## config.mk

```make
export PLATFORM = sky130hd
export DESIGN_NAME = graph_bfs_dfs_engine_core
export DESIGN_NICKNAME = d
export VERILOG_FILES = /design/src/rtl/gbde_pkg.sv /design/src/rtl/graph_bfs_dfs_engine_core.sv
export SDC_FILE = /design/constraint.sdc
export NUM_CORES = 2
export LEC_CHECK = 0
export BUFFER_PORTS_ARGS = -buffer_cell sky130_fd_sc_hd__buf_2
export CORE_MARGIN = 1.5
export CORE_UTILIZATION = 50
export CTS_CLUSTER_SIZE = 14
export DETAILED_ROUTE_END_ITERATION = 10
export PLACE_DENSITY = 0.66
export SKIP_CTS_REPAIR_TIMING = 1
export SLEW_MARGIN = 20
export SYNTH_ARGS = -nofsm -noshare
export SYNTH_HDL_FRONTEND = slang
export SYNTH_SLANG_ARGS = --single-unit
export TNS_END_PERCENT = 50
```

## constraint.sdc

```tcl
create_clock -name clk -period 4.88 [get_ports clk]
set_input_delay 0.488 -clock clk [delete_from_list [all_inputs] [get_ports clk]]
set_output_delay 0.488 -clock clk [all_outputs]
set_load 0.02 [all_outputs]
```

## src/rtl/gbde_pkg.sv

```systemverilog
`timescale 1ns / 1ps

package gbde_pkg;

	// graph size and field widths
	localparam int NODES      = 16;
	localparam int NODE_W     = 4;
	localparam int DEG_W      = NODE_W + 1;
	localparam int WORK_DEPTH = 16;
	localparam int PTR_W      = 5;
	localparam int ADDR_W     = 2 * NODE_W;

	typedef logic [1:0]        cmd_t;
	typedef logic [1:0]        status_t;
	typedef logic [NODE_W-1:0] node_t;

	// command codes
	localparam cmd_t CMD_INSERT = 2'd0;
	localparam cmd_t CMD_BFS    = 2'd1;
	localparam cmd_t CMD_DFS    = 2'd2;

	// result status codes
	localparam status_t STAT_ADDED = 2'd0;
	localparam status_t STAT_DUP   = 2'd1;
	localparam status_t STAT_VISIT = 2'd2;
	localparam status_t STAT_BAD   = 2'd3;

endpackage

```

## src/rtl/graph_bfs_dfs_engine_core.sv

```systemverilog
`timescale 1ns / 1ps

// Directed-graph store with breadth-first and depth-first walks. Edges live in
// a single-port neighbor memory (one row per source node, kept in insertion
// order) and every stored edge is reached through that one port by a small
// sequencer, each edge read and then compared. Stalls on the output side can
// hold up a walk. The block takes one transaction at a time (in_stall is high
// while a command runs), but the next command may enter while the final result
// still waits at the output. Each walk clears all visited marks at once; the
// neighbor memory needs no clearing because only entries below a row's degree
// are ever read. Every insert or walk command gives one or more results with
// last set on the final one; command 3 is accepted and ignored.
module graph_bfs_dfs_engine_core (
	input  logic              clk,
	input  logic              arst_n,
	input  logic              in_valid,
	output logic              in_stall,
	input  gbde_pkg::cmd_t    command,
	input  gbde_pkg::node_t   from_node,
	input  gbde_pkg::node_t   to_node,
	input  gbde_pkg::node_t   start_node,
	input  gbde_pkg::node_t   node_count,
	output logic              out_valid,
	input  logic              out_stall,
	output gbde_pkg::status_t status,
	output gbde_pkg::node_t   visited_node,
	output logic              last
);
	import gbde_pkg::*;

	typedef enum logic [6:0] {
		ST_IDLE    = 7'b0000001,
		ST_INS_RD  = 7'b0000010,
		ST_INS_CMP = 7'b0000100,
		ST_W_POP   = 7'b0001000,
		ST_W_RD    = 7'b0010000,
		ST_W_CHK   = 7'b0100000,
		ST_FIN     = 7'b1000000
	} state_t;

	state_t            state_q;
	node_t             row_q;
	node_t             to_q;
	logic [DEG_W-1:0]  cnt_q;
	logic [DEG_W-1:0]  idx_q;
	logic              dfs_q;
	logic [PTR_W-1:0]  head_q;
	logic [PTR_W-1:0]  tail_q;
	logic [DEG_W-1:0]  deg_q [NODES];
	logic [NODES-1:0]  visited_q;
	node_t             work_q [WORK_DEPTH];
	node_t             nbr_mem [NODES*NODES];
	node_t             rd_q;

	logic              hold_valid_q;
	status_t           hold_status_q;
	node_t             hold_node_q;
	logic              out_valid_q;
	status_t           out_status_q;
	node_t             out_node_q;
	logic              out_last_q;

	logic              out_free;
	logic              emit_ok;
	logic              emit_req;
	logic              emit_go;
	status_t           emit_status;
	node_t             emit_node;
	logic              fin_go;
	logic              start_bad;
	logic              edge_bad;
	logic              can_push;
	logic              stack_empty;
	logic              queue_empty;
	logic [PTR_W-1:0]  pop_ptr;
	node_t             pop_node;
	node_t             deg_sel;
	logic [DEG_W-1:0]  deg_rd;
	logic              mem_re;
	logic              mem_we;
	logic [ADDR_W-1:0] mem_raddr;
	logic [ADDR_W-1:0] mem_waddr;

	assign in_stall     = (state_q != ST_IDLE);
	assign out_valid    = out_valid_q;
	assign status       = out_status_q;
	assign visited_node = out_node_q;
	assign last         = out_last_q;

	// handshake and decode helpers
	assign out_free    = !out_valid_q || !out_stall;
	assign emit_ok     = !hold_valid_q || out_free;
	assign start_bad   = (start_node > node_count) || ({1'b0, start_node} >= DEG_W'(NODES));
	assign edge_bad    = ({1'b0, from_node} >= DEG_W'(NODES)) ||
	                     ({1'b0, to_node} >= DEG_W'(NODES));
	assign stack_empty = (tail_q == '0);
	assign queue_empty = (head_q >= tail_q);
	assign pop_ptr     = dfs_q ? (tail_q - PTR_W'(1)) : head_q;
	assign pop_node    = work_q[pop_ptr[NODE_W-1:0]];
	assign can_push    = !visited_q[rd_q] && (tail_q < PTR_W'(WORK_DEPTH));
	assign deg_sel     = (state_q == ST_IDLE) ? from_node : pop_node;
	assign deg_rd      = deg_q[deg_sel];

	// neighbor memory port control
	assign mem_re    = ((state_q == ST_INS_RD) || (state_q == ST_W_RD)) && (idx_q != cnt_q);
	assign mem_raddr = {row_q, idx_q[NODE_W-1:0]};
	assign mem_we    = (state_q == ST_INS_RD) && (idx_q == cnt_q) && (cnt_q < DEG_W'(NODES));
	assign mem_waddr = {row_q, cnt_q[NODE_W-1:0]};

	// result generation
	always_comb begin
		emit_req    = 1'b0;
		emit_status = STAT_ADDED;
		emit_node   = '0;
		fin_go      = 1'b0;
		case (state_q)
			ST_IDLE: begin
				if (in_valid) begin
					case (command)
						CMD_INSERT: begin
							if (edge_bad) begin
								emit_req    = 1'b1;
								emit_status = STAT_DUP;
							end
						end
						CMD_BFS, CMD_DFS: begin
							if (start_bad) begin
								emit_req    = 1'b1;
								emit_status = STAT_BAD;
							end else if (command == CMD_BFS) begin
								emit_req    = 1'b1;
								emit_status = STAT_VISIT;
								emit_node   = start_node;
							end
						end
						default: ;
					endcase
				end
			end
			ST_INS_RD: begin
				if (idx_q == cnt_q) begin
					emit_req    = 1'b1;
					emit_status = STAT_ADDED;
				end
			end
			ST_INS_CMP: begin
				if (rd_q == to_q) begin
					emit_req    = 1'b1;
					emit_status = STAT_DUP;
				end
			end
			ST_W_POP: begin
				if (dfs_q && !stack_empty) begin
					emit_req    = 1'b1;
					emit_status = STAT_VISIT;
					emit_node   = pop_node;
				end
			end
			ST_W_CHK: begin
				if (!dfs_q && can_push) begin
					emit_req    = 1'b1;
					emit_status = STAT_VISIT;
					emit_node   = rd_q;
				end
			end
			ST_FIN: fin_go = out_free;
			default: ;
		endcase
		emit_go = emit_req && emit_ok;
	end

	// neighbor memory, registered read
	always_ff @(posedge clk) begin
		if (mem_we) begin
			nbr_mem[mem_waddr] <= to_q;
		end
		if (mem_re) begin
			rd_q <= nbr_mem[mem_raddr];
		end
	end

	// work list, no reset needed: read only below the tail
	always_ff @(posedge clk) begin
		if ((state_q == ST_IDLE) && in_valid && !start_bad &&
		    ((command == CMD_BFS) || (command == CMD_DFS))) begin
			work_q[0] <= start_node;
		end else if ((state_q == ST_W_CHK) && can_push && (dfs_q || emit_ok)) begin
			work_q[tail_q[NODE_W-1:0]] <= rd_q;
		end
	end

	// result holding stage and output register
	always_ff @(posedge clk or negedge arst_n) begin
		if (!arst_n) begin
			hold_valid_q <= 1'b0;
			out_valid_q  <= 1'b0;
		end else begin
			if (emit_go && hold_valid_q) begin
				out_valid_q  <= 1'b1;
				out_status_q <= hold_status_q;
				out_node_q   <= hold_node_q;
				out_last_q   <= 1'b0;
			end else if (fin_go) begin
				out_valid_q  <= 1'b1;
				out_status_q <= hold_status_q;
				out_node_q   <= hold_node_q;
				out_last_q   <= 1'b1;
			end else if (out_valid_q && !out_stall) begin
				out_valid_q <= 1'b0;
			end
			if (emit_go) begin
				hold_valid_q  <= 1'b1;
				hold_status_q <= emit_status;
				hold_node_q   <= emit_node;
			end else if (fin_go) begin
				hold_valid_q <= 1'b0;
			end
		end
	end

	// sequencer
	always_ff @(posedge clk or negedge arst_n) begin
		if (!arst_n) begin
			state_q   <= ST_IDLE;
			head_q    <= '0;
			tail_q    <= '0;
			visited_q <= '0;
			dfs_q     <= 1'b0;
			for (int i = 0; i < NODES; i++) begin
				deg_q[i] <= '0;
			end
		end else begin
			case (state_q)
				ST_IDLE: begin
					if (in_valid) begin
						case (command)
							CMD_INSERT: begin
								row_q <= from_node;
								to_q  <= to_node;
								cnt_q <= deg_rd;
								idx_q <= '0;
								state_q <= edge_bad ? ST_FIN : ST_INS_RD;
							end
							CMD_BFS, CMD_DFS: begin
								if (start_bad) begin
									state_q <= ST_FIN;
								end else begin
									// only the start node is marked
									visited_q <= NODES'(1) << start_node;
									head_q  <= '0;
									tail_q  <= PTR_W'(1);
									dfs_q   <= (command == CMD_DFS);
									state_q <= ST_W_POP;
								end
							end
							default: ;
						endcase
					end
				end
				ST_INS_RD: begin
					if (idx_q == cnt_q) begin
						if (cnt_q < DEG_W'(NODES)) begin
							deg_q[row_q] <= cnt_q + DEG_W'(1);
						end
						state_q <= ST_FIN;
					end else begin
						state_q <= ST_INS_CMP;
					end
				end
				ST_INS_CMP: begin
					if (rd_q == to_q) begin
						state_q <= ST_FIN;
					end else begin
						idx_q   <= idx_q + DEG_W'(1);
						state_q <= ST_INS_RD;
					end
				end
				ST_W_POP: begin
					if (dfs_q ? stack_empty : queue_empty) begin
						state_q <= ST_FIN;
					end else if (!dfs_q || emit_ok) begin
						if (dfs_q) begin
							tail_q <= pop_ptr;
						end else begin
							head_q <= head_q + PTR_W'(1);
						end
						row_q   <= pop_node;
						cnt_q   <= deg_rd;
						idx_q   <= '0;
						state_q <= ST_W_RD;
					end
				end
				ST_W_RD: begin
					state_q <= (idx_q == cnt_q) ? ST_W_POP : ST_W_CHK;
				end
				ST_W_CHK: begin
					// breadth-first push waits until the result can be queued
					if (!can_push || dfs_q || emit_ok) begin
						if (can_push) begin
							tail_q          <= tail_q + PTR_W'(1);
							visited_q[rd_q] <= 1'b1;
						end
						idx_q   <= idx_q + DEG_W'(1);
						state_q <= ST_W_RD;
					end
				end
				ST_FIN: begin
					if (out_free) begin
						state_q <= ST_IDLE;
					end
				end
				default: state_q <= ST_IDLE;
			endcase
		end
	end

`ifndef ASSERT_OFF
	// no pending result is left behind when a new command can enter
	a_idle_hold_empty: assert property (@(posedge clk) disable iff (!arst_n)
		(state_q == ST_IDLE) |-> !hold_valid_q)
		else $error("pending result left at idle");

	// the work list never grows past its depth
	a_tail_bound: assert property (@(posedge clk) disable iff (!arst_n)
		tail_q <= PTR_W'(WORK_DEPTH))
		else $error("work list overflow");

	// finishing a command presents its final result
	a_fin_last: assert property (@(posedge clk) disable iff (!arst_n)
		(state_q == ST_FIN && out_free) |=> (out_valid && last))
		else $error("final result missing last");

	// a displaced held result goes out as a non-final result
	a_emit_push: assert property (@(posedge clk) disable iff (!arst_n)
		(emit_go && hold_valid_q) |=> (out_valid && !last))
		else $error("intermediate result lost");
`endif

endmodule

```

[Word level (Yosys, flattened, before mapping)]
Memories as Yosys holds them, arrays and structs flattened. A register that Yosys moved wholly into a read port is not among the register bits.
Index checks and enable logic that the tools add are counted.
Operators by class
  add/sub/neg operators: 5
  magnitude comparators: 9
  equality and inequality tests: 27
  shift-type cells: 1
  mux-type cells: 108
  bitwise gates (word level): 4
  reductions and logical operators: 54
Operators by type and width (number)
  5-bit two-way mux: 28
  80-bit bitwise mux: 1
  16-bit two-way mux: 5
  4-bit two-way mux: 15
  7-bit two-way mux: 8
  7-bit one-hot mux with 7 select lines: 1
  16-bit one-hot mux with 2 select lines: 1
  1-bit two-way mux: 27
  5-bit by 1-bit adder with 5-bit output (second input constant): 4
  5-bit binary-select mux with 4-bit select: 1
  5-bit demux with 4-bit select: 1
  5-bit one-hot mux with 2 select lines: 2
  5-bit one-hot mux with 4 select lines: 1
  2-bit != test (second input constant): 9
  1-bit logical AND: 16
  2-bit two-way mux: 8
  16-bit OR: 1
  1-bit by 4-bit << shifter with 16-bit output (first input constant): 1
  5-bit one-hot mux with 3 select lines: 1
  7-bit one-hot mux with 2 select lines: 1
  4-bit one-hot mux with 3 select lines: 1
  6-bit AND reduction: 2
  5-bit greater-or-equal comparator (second input constant): 2
  5-bit less-than comparator (second input constant): 2
  46 further kinds: 69
Word-level totals
  register bits: 147
  memory bits (writable): 1088
  bits of input ports: 22
  memories kept: 2
Memory list
  nbr_mem: words 256, width 4, rd ports 1, clocked after memory_dff 1, write ports 1, line graph_bfs_dfs_engine_core.sv:52  | node_t nbr_mem [NODES*NODES];
  work_q: words 16, width 4, rd ports 1, clocked after memory_dff 0, write ports 1, line graph_bfs_dfs_engine_core.sv:51  | node_t work_q [WORK_DEPTH];

[Longest topological paths before layout]
  depth after elaboration: 11
  depth in mapped cells: 17
  gate-level depth less buffers: 12

[Worst setup path before layout]
Ideal clock, no wire load.
  kind: register to register
  start point: register to_q[2]
  end point: register out_status_q[0] (netlist: status[0]), enable pin
  data arrival time: 4.692 ns
  required time: 4.530 ns
  slack: -0.162 ns
  stages on the path, launching flop included: 9
  path buffers: 0
  clock period less this slack: 5.042 ns
  cells stage by stage: edfxtp_1 xor2_1 nor4_1 nand2_1 nor2_1 a31oi_1 nand2b_1 a21oi_1 nor2_1
On the way
  longest elaborated chain between the ends: 7
RTL lines
  start, declared: line graph_bfs_dfs_engine_core.sv:43  | node_t to_q;
  start signal, assigned: line graph_bfs_dfs_engine_core.sv:239  | to_q <= to_node;
  4-bit == test: line graph_bfs_dfs_engine_core.sv:147  | if (rd_q == to_q) begin
  1-bit two-way mux: line graph_bfs_dfs_engine_core.sv:147
  1-bit one-hot mux with 5 select lines: line graph_bfs_dfs_engine_core.sv:116  | case (state_q)
  1-bit logical AND: line graph_bfs_dfs_engine_core.sv:169  | emit_go = emit_req && emit_ok;
  1-bit logical AND: line graph_bfs_dfs_engine_core.sv:198  | if (emit_go && hold_valid_q) begin
  2-bit nonzero test (no line)
  2-bit AND reduction (no line)
  end signal, assigned: line graph_bfs_dfs_engine_core.sv:200  | out_status_q <= hold_status_q;
  end signal, assigned: line graph_bfs_dfs_engine_core.sv:205  | out_status_q <= hold_status_q;
  end, declared: line graph_bfs_dfs_engine_core.sv:59  | status_t out_status_q;
No other way between the ends.
A chain may end at the register's enable or synchronous reset.

[Worst setup path in the final report]
  start point: register tail_q[1]
  end point: register cnt_q[0], data pin
On the way
  longest elaborated chain between the ends: 11
RTL lines
  start, declared: line graph_bfs_dfs_engine_core.sv:48  | logic [PTR_W-1:0] tail_q;
  start signal, assigned: line graph_bfs_dfs_engine_core.sv:283  | tail_q <= pop_ptr;
  start signal, assigned: line graph_bfs_dfs_engine_core.sv:300  | tail_q <= tail_q + PTR_W'(1);
  5-bit by 1-bit subtractor with 5-bit output (*): line graph_bfs_dfs_engine_core.sv:98  | assign pop_ptr = dfs_q ? (tail_q - PTR_W'(1)) : head_q;
  5-bit two-way mux (*): line graph_bfs_dfs_engine_core.sv:98
  memory read 16 x 4 bit (*)
  4-bit two-way mux (*): line graph_bfs_dfs_engine_core.sv:101  | assign deg_sel = (state_q == ST_IDLE) ? from_node : pop_node;
  4-bit inverter with 5-bit output (implied by the code) (*): line graph_bfs_dfs_engine_core.sv:102  | assign deg_rd = deg_q[deg_sel];
  5-bit binary-select mux with 4-bit select (*): line graph_bfs_dfs_engine_core.sv:102
  5-bit two-way mux (implied by the code) (*) (2 in series): line graph_bfs_dfs_engine_core.sv:102
  net deg_rd[0]: line graph_bfs_dfs_engine_core.sv:78  | logic [DEG_W-1:0] deg_rd;
  5-bit two-way mux, on equally long branches: line graph_bfs_dfs_engine_core.sv:281, graph_bfs_dfs_engine_core.sv:236
  5-bit two-way mux, on equally long branches: line graph_bfs_dfs_engine_core.sv:279, graph_bfs_dfs_engine_core.sv:235
  5-bit one-hot mux with 2 select lines (*): line graph_bfs_dfs_engine_core.sv:233  | case (state_q)
  end signal, assigned: line graph_bfs_dfs_engine_core.sv:240  | cnt_q <= deg_rd;
  end signal, assigned: line graph_bfs_dfs_engine_core.sv:288  | cnt_q <= deg_rd;
  end, declared: line graph_bfs_dfs_engine_core.sv:44  | logic [DEG_W-1:0] cnt_q;
Mark *: on every way through the listed nets, which the timed path passes. The rest lies on a longest branch. The select of a mux whose other input is x is not followed.

==> flow_summary.toml <==
[yosys]
postSynthAreaPerCell_um2 = 18.50
post_synth_top_flop = "sky130_fd_sc_hd__edfxtp_1"
netlist_instances = 2732
top_count_cell_post_synth = "sky130_fd_sc_hd__edfxtp_1"
ys_warn_count = 0
synth-edff-count = 1123
netlist_top_cells_area = "sky130_fd_sc_hd__edfxtp_1, sky130_fd_sc_hd__mux4_2, sky130_fd_sc_hd__dfrtp_1, sky130_fd_sc_hd__nor2_1, sky130_fd_sc_hd__nand2_1"
synth.yosys.seq_area_share_pct = 72.48
synth.distinct_cells = 70
synth-seq-cells = 1239
synthDominantAreaCellType = "sky130_fd_sc_hd__edfxtp_1"
synth_top_cells_by_count = "sky130_fd_sc_hd__edfxtp_1, sky130_fd_sc_hd__mux4_2, sky130_fd_sc_hd__nor2_1"
syn_nets = 2775
proportion_of_netlist_area_held_by_the_largest_area_contributor_pct = 66.73
synthArstFlopShare_pct = 9.362
netlist_area_pre_place_um2 = 50530

[finish]
drive_gt1_share_pct = 22.91
final.fill_count = 7482
final_instance_area_um2 = 55990
nNetsFinal = 2814
insertedDiodeCount = 0
area_growth_syn_to_layout_pct = 10.79

[power]
total_leakage_power_uw = 0.01811
power.density_nw_per_um2 = 451.5
power.ir.vdd_worst_v = 0.0003433

[global_routing]
vias_in_the_first_global_route = 26300
grt_max_degree = 193
initial_antenna_violation_count = 0
grt_pass1_wl_um = 172700
grt_usage_pct = 22.61
grt-ovfl-total = 0

[die]
fp.dieW_um = 320.9
die_area_um2 = 103000
die_height_um = 320.9
effective_utilization_at_floorplan_pct = 50.46
placementRows = 116
ioPinCount = 31
coreArea_um2 = 100100

[placement]
hpwl_dp_um = 69150
buffer_ports.inserted = 30
placed_area_um2 = 52120
gp_routability_congestion = 0.9207

[min_path]
min_delay_startpoint = "out_stall"
hold_path_depth = 2
worst_hold_endpoint = "state_q[6]$_DFFE_PN0P_"
min_path_type = "in -> reg"

[drt]
routed_wl_um = 114500
drc = 0
viasPerCell = 6.197
detailroute.via_count = 25790
ant_nets = 0
detail_route.first_pass.iterations = 6
initialDrtViolationCount = 3064
wl_per_cell_um = 27.51

[cts]
cts-buffers-inserted = 119
clock_tree.root_cell = "sky130_fd_sc_hd__clkbuf_16"
clk_pin_slew_worst_paths_ns = 0.06
clkSinkCount = 1239
clock_tree_buf_depth = 3
htree_num_levels = 3
tritoncts_clock_tree = "done"
clk_latency_ns = 0.70

[sta]
setup_tns_ns = 0
grt_setup_unrepaired = "false"
post-route-min-period_ns = 4.318
timing.slew.headroom_pct = 22.90
final_min_period_over_clock_period_pct = 88.49
achievable-frequency_mhz = 231.6
hold_viol_final = 0
holdWs_ns = 0.1247
drv_slew = 0
worst_pin_slew_ns = 1.157
report.final.setup_viol = 0
fin_worst_skew_ns = 0.02388

[worst_setup_path]
critPathMostFrequentCell = "sky130_fd_sc_hd__mux2_2"
critPathArrivalTime_ns = 4.76
worst_setup_slack_for_register_to_register_paths_ns = 0.56
critPathLaunchType = "flop"
timing.critical_path.cells = "inv_1, ha_1, nand2_1, and2_1, mux2i_1, a211oi_1, a31oi_1, mux2_2, o31ai_2, a221oi_1, mux2_2"
critical_path.slowest_cell = "sky130_fd_sc_hd__o31ai_2"
reg2reg_depth = 11
path_class = "reg -> reg"
critical_r2r_launch = "tail_q[1]$_DFFE_PN0P_"
r2r_end = "cnt_q[0]$_DFFE_PP_"
critPathMaxStageDelay_ns = 0.76
crit_path_end_kind = "flop"
critPathMaxFanout = 13
worst-endpoint-required_ns = 5.32

[flow_run]
number_of_max_cap_violations = 0

[outcome]
outcome = "finished clean"
==> worst max path at each step <==
stage	start	endpoint	slack, ns	cells past startpoint
global placement	tail_q[1]$_DFFE_PN0P_	cnt_q[0]$_DFFE_PP_	0.72	11
detailed placement	tail_q[1]$_DFFE_PN0P_	cnt_q[0]$_DFFE_PP_	0.66	11
floorplan	to_q[0]$_DFFE_PP_	hold_node_q[0]$_SDFFCE_PN0P_	-0.03	7
CTS	tail_q[1]$_DFFE_PN0P_	cnt_q[0]$_DFFE_PP_	0.64	11
finish	tail_q[1]$_DFFE_PN0P_	cnt_q[0]$_DFFE_PP_	0.56	11
global route	tail_q[1]$_DFFE_PN0P_	cnt_q[0]$_DFFE_PP_	0.31	11
==> cells in the final DEF, fill, tap and decap left out, types with 9 or more instances in the layout <==
cell type,instances
sky130_fd_sc_hd__mux2_2,25
sky130_fd_sc_hd__clkbuf_1,21
sky130_fd_sc_hd__nor3_1,10
sky130_fd_sc_hd__inv_1,20
sky130_fd_sc_hd__o21ai_0,94
sky130_fd_sc_hd__a22o_1,10
sky130_fd_sc_hd__ha_1,21
sky130_fd_sc_hd__a21o_1,17
sky130_fd_sc_hd__buf_4,45
sky130_fd_sc_hd__buf_12,9
sky130_fd_sc_hd__nand2_2,9
sky130_fd_sc_hd__nor2_1,311
sky130_fd_sc_hd__xor2_1,13
sky130_fd_sc_hd__mux4_2,345
sky130_fd_sc_hd__edfxtp_1,1123
sky130_fd_sc_hd__clkinv_1,23
sky130_fd_sc_hd__buf_2,29
sky130_fd_sc_hd__nand2_1,146
sky130_fd_sc_hd__a221oi_1,11
sky130_fd_sc_hd__clkbuf_16,122
sky130_fd_sc_hd__nor2b_1,17
sky130_fd_sc_hd__nand2b_1,16
sky130_fd_sc_hd__bufinv_16,9
sky130_fd_sc_hd__dfrtp_1,115
sky130_fd_sc_hd__clkinv_2,21
sky130_fd_sc_hd__mux2i_1,53
sky130_fd_sc_hd__a21oi_1,48
sky130_fd_sc_hd__xnor2_1,9
sky130_fd_sc_hd__a31oi_1,10
sky130_fd_sc_hd__nand3_1,44
==> final cells by class <==
class,count,area [µm²],area share (%)
clock buffers,149,3214,5.741
clock inverters,65,574.3,1.026
inverters,23,86.33,0.1542
multi-input cells,1297,13100,23.40
flip-flops and latches,1239,36630,65.42
well taps,1298,1624,2.901
repair buffers,91,763.2,1.363
==> registers in the layout (all words and copies together) (netlist names) <==
| name | flops |
|---|---|
| nbr_mem | 1024 |
| deg_q | 80 |
| work_q | 64 |
| visited_q | 16 |
| state_q | 7 |
| cnt_q | 5 |
| head_q | 5 |
| idx_q | 5 |
| tail_q | 5 |
| hold_node_q | 4 |
| rd_q | 4 |
| row_q | 4 |
| to_q | 4 |
| visited_node | 4 |
| hold_status_q | 2 |
| status | 2 |
| dfs_q | 1 |
| hold_valid_q | 1 |
| last | 1 |
| out_valid | 1 |
==> report_power, final <==
group / switching (µW) / internal [µW] / total, µW / leakage, µW
Clock: 3840 / 5110 / 8950 / 0.00185
Combinational: 2590 / 1780 / 4360 / 0.00460
Sequential: 203 / 11800 / 12000 / 0.0117
==> cells by family after synthesis <==
kind of cell,synth area share [%]
AOI/OAI and AO/OA,2.922
xor gates and xnor gates,0.3813
adders and majority gates,0.5199
buffers and inverters,1.671
DFF,72.48
muxes,17.03
and+or+nand+nor,5.001
==> routing by layer <==
| metal | vias to the layer above | wire length (µm) | global-route usage [%] |
|---|---|---|---|
| met4 | 0 | 2564 | 6.258 |
| met5 | - | 0 | 0 |
| met2 | 1067 | 57270 | 37.30 |
| met3 | 164 | 7450 | 3.186 |
| li1 | 10980 | - | - |
| met1 | 13580 | 47200 | 31.87 |
==> stage by stage <==
step / cells / total power, µW / utilization, % / setup slack, ns
2_1_floorplan: 2732 / 15310 / - / -0.03398
3_3_place_gp: 3942 / 16410 / 52.04 / 0.7249
3_5_place_dp: 3942 / 16490 / 52.04 / 0.6574
4_1_cts: 4156 / 25380 / 55.82 / 0.6400
5_1_grt: 4162 / 26120 / 55.91 / 0.3057
6_report: 4162 / 25280 / 55.91 / 0.5619
==> worst max-delay path: cells and delay by family (launching register included) <==
family / cells / cell delay [ns]
AO/OA/AOI/OAI: 4 / 1.37
adder cells (fa/ha/maj): 1 / 0.35
buffers and inverters: 1 / 0.17
flip-flops: 1 / 0.52
multiplexers: 3 / 0.86
AND/OR/NAND/NOR: 2 / 0.78
(Power assumes the default switching activity.)
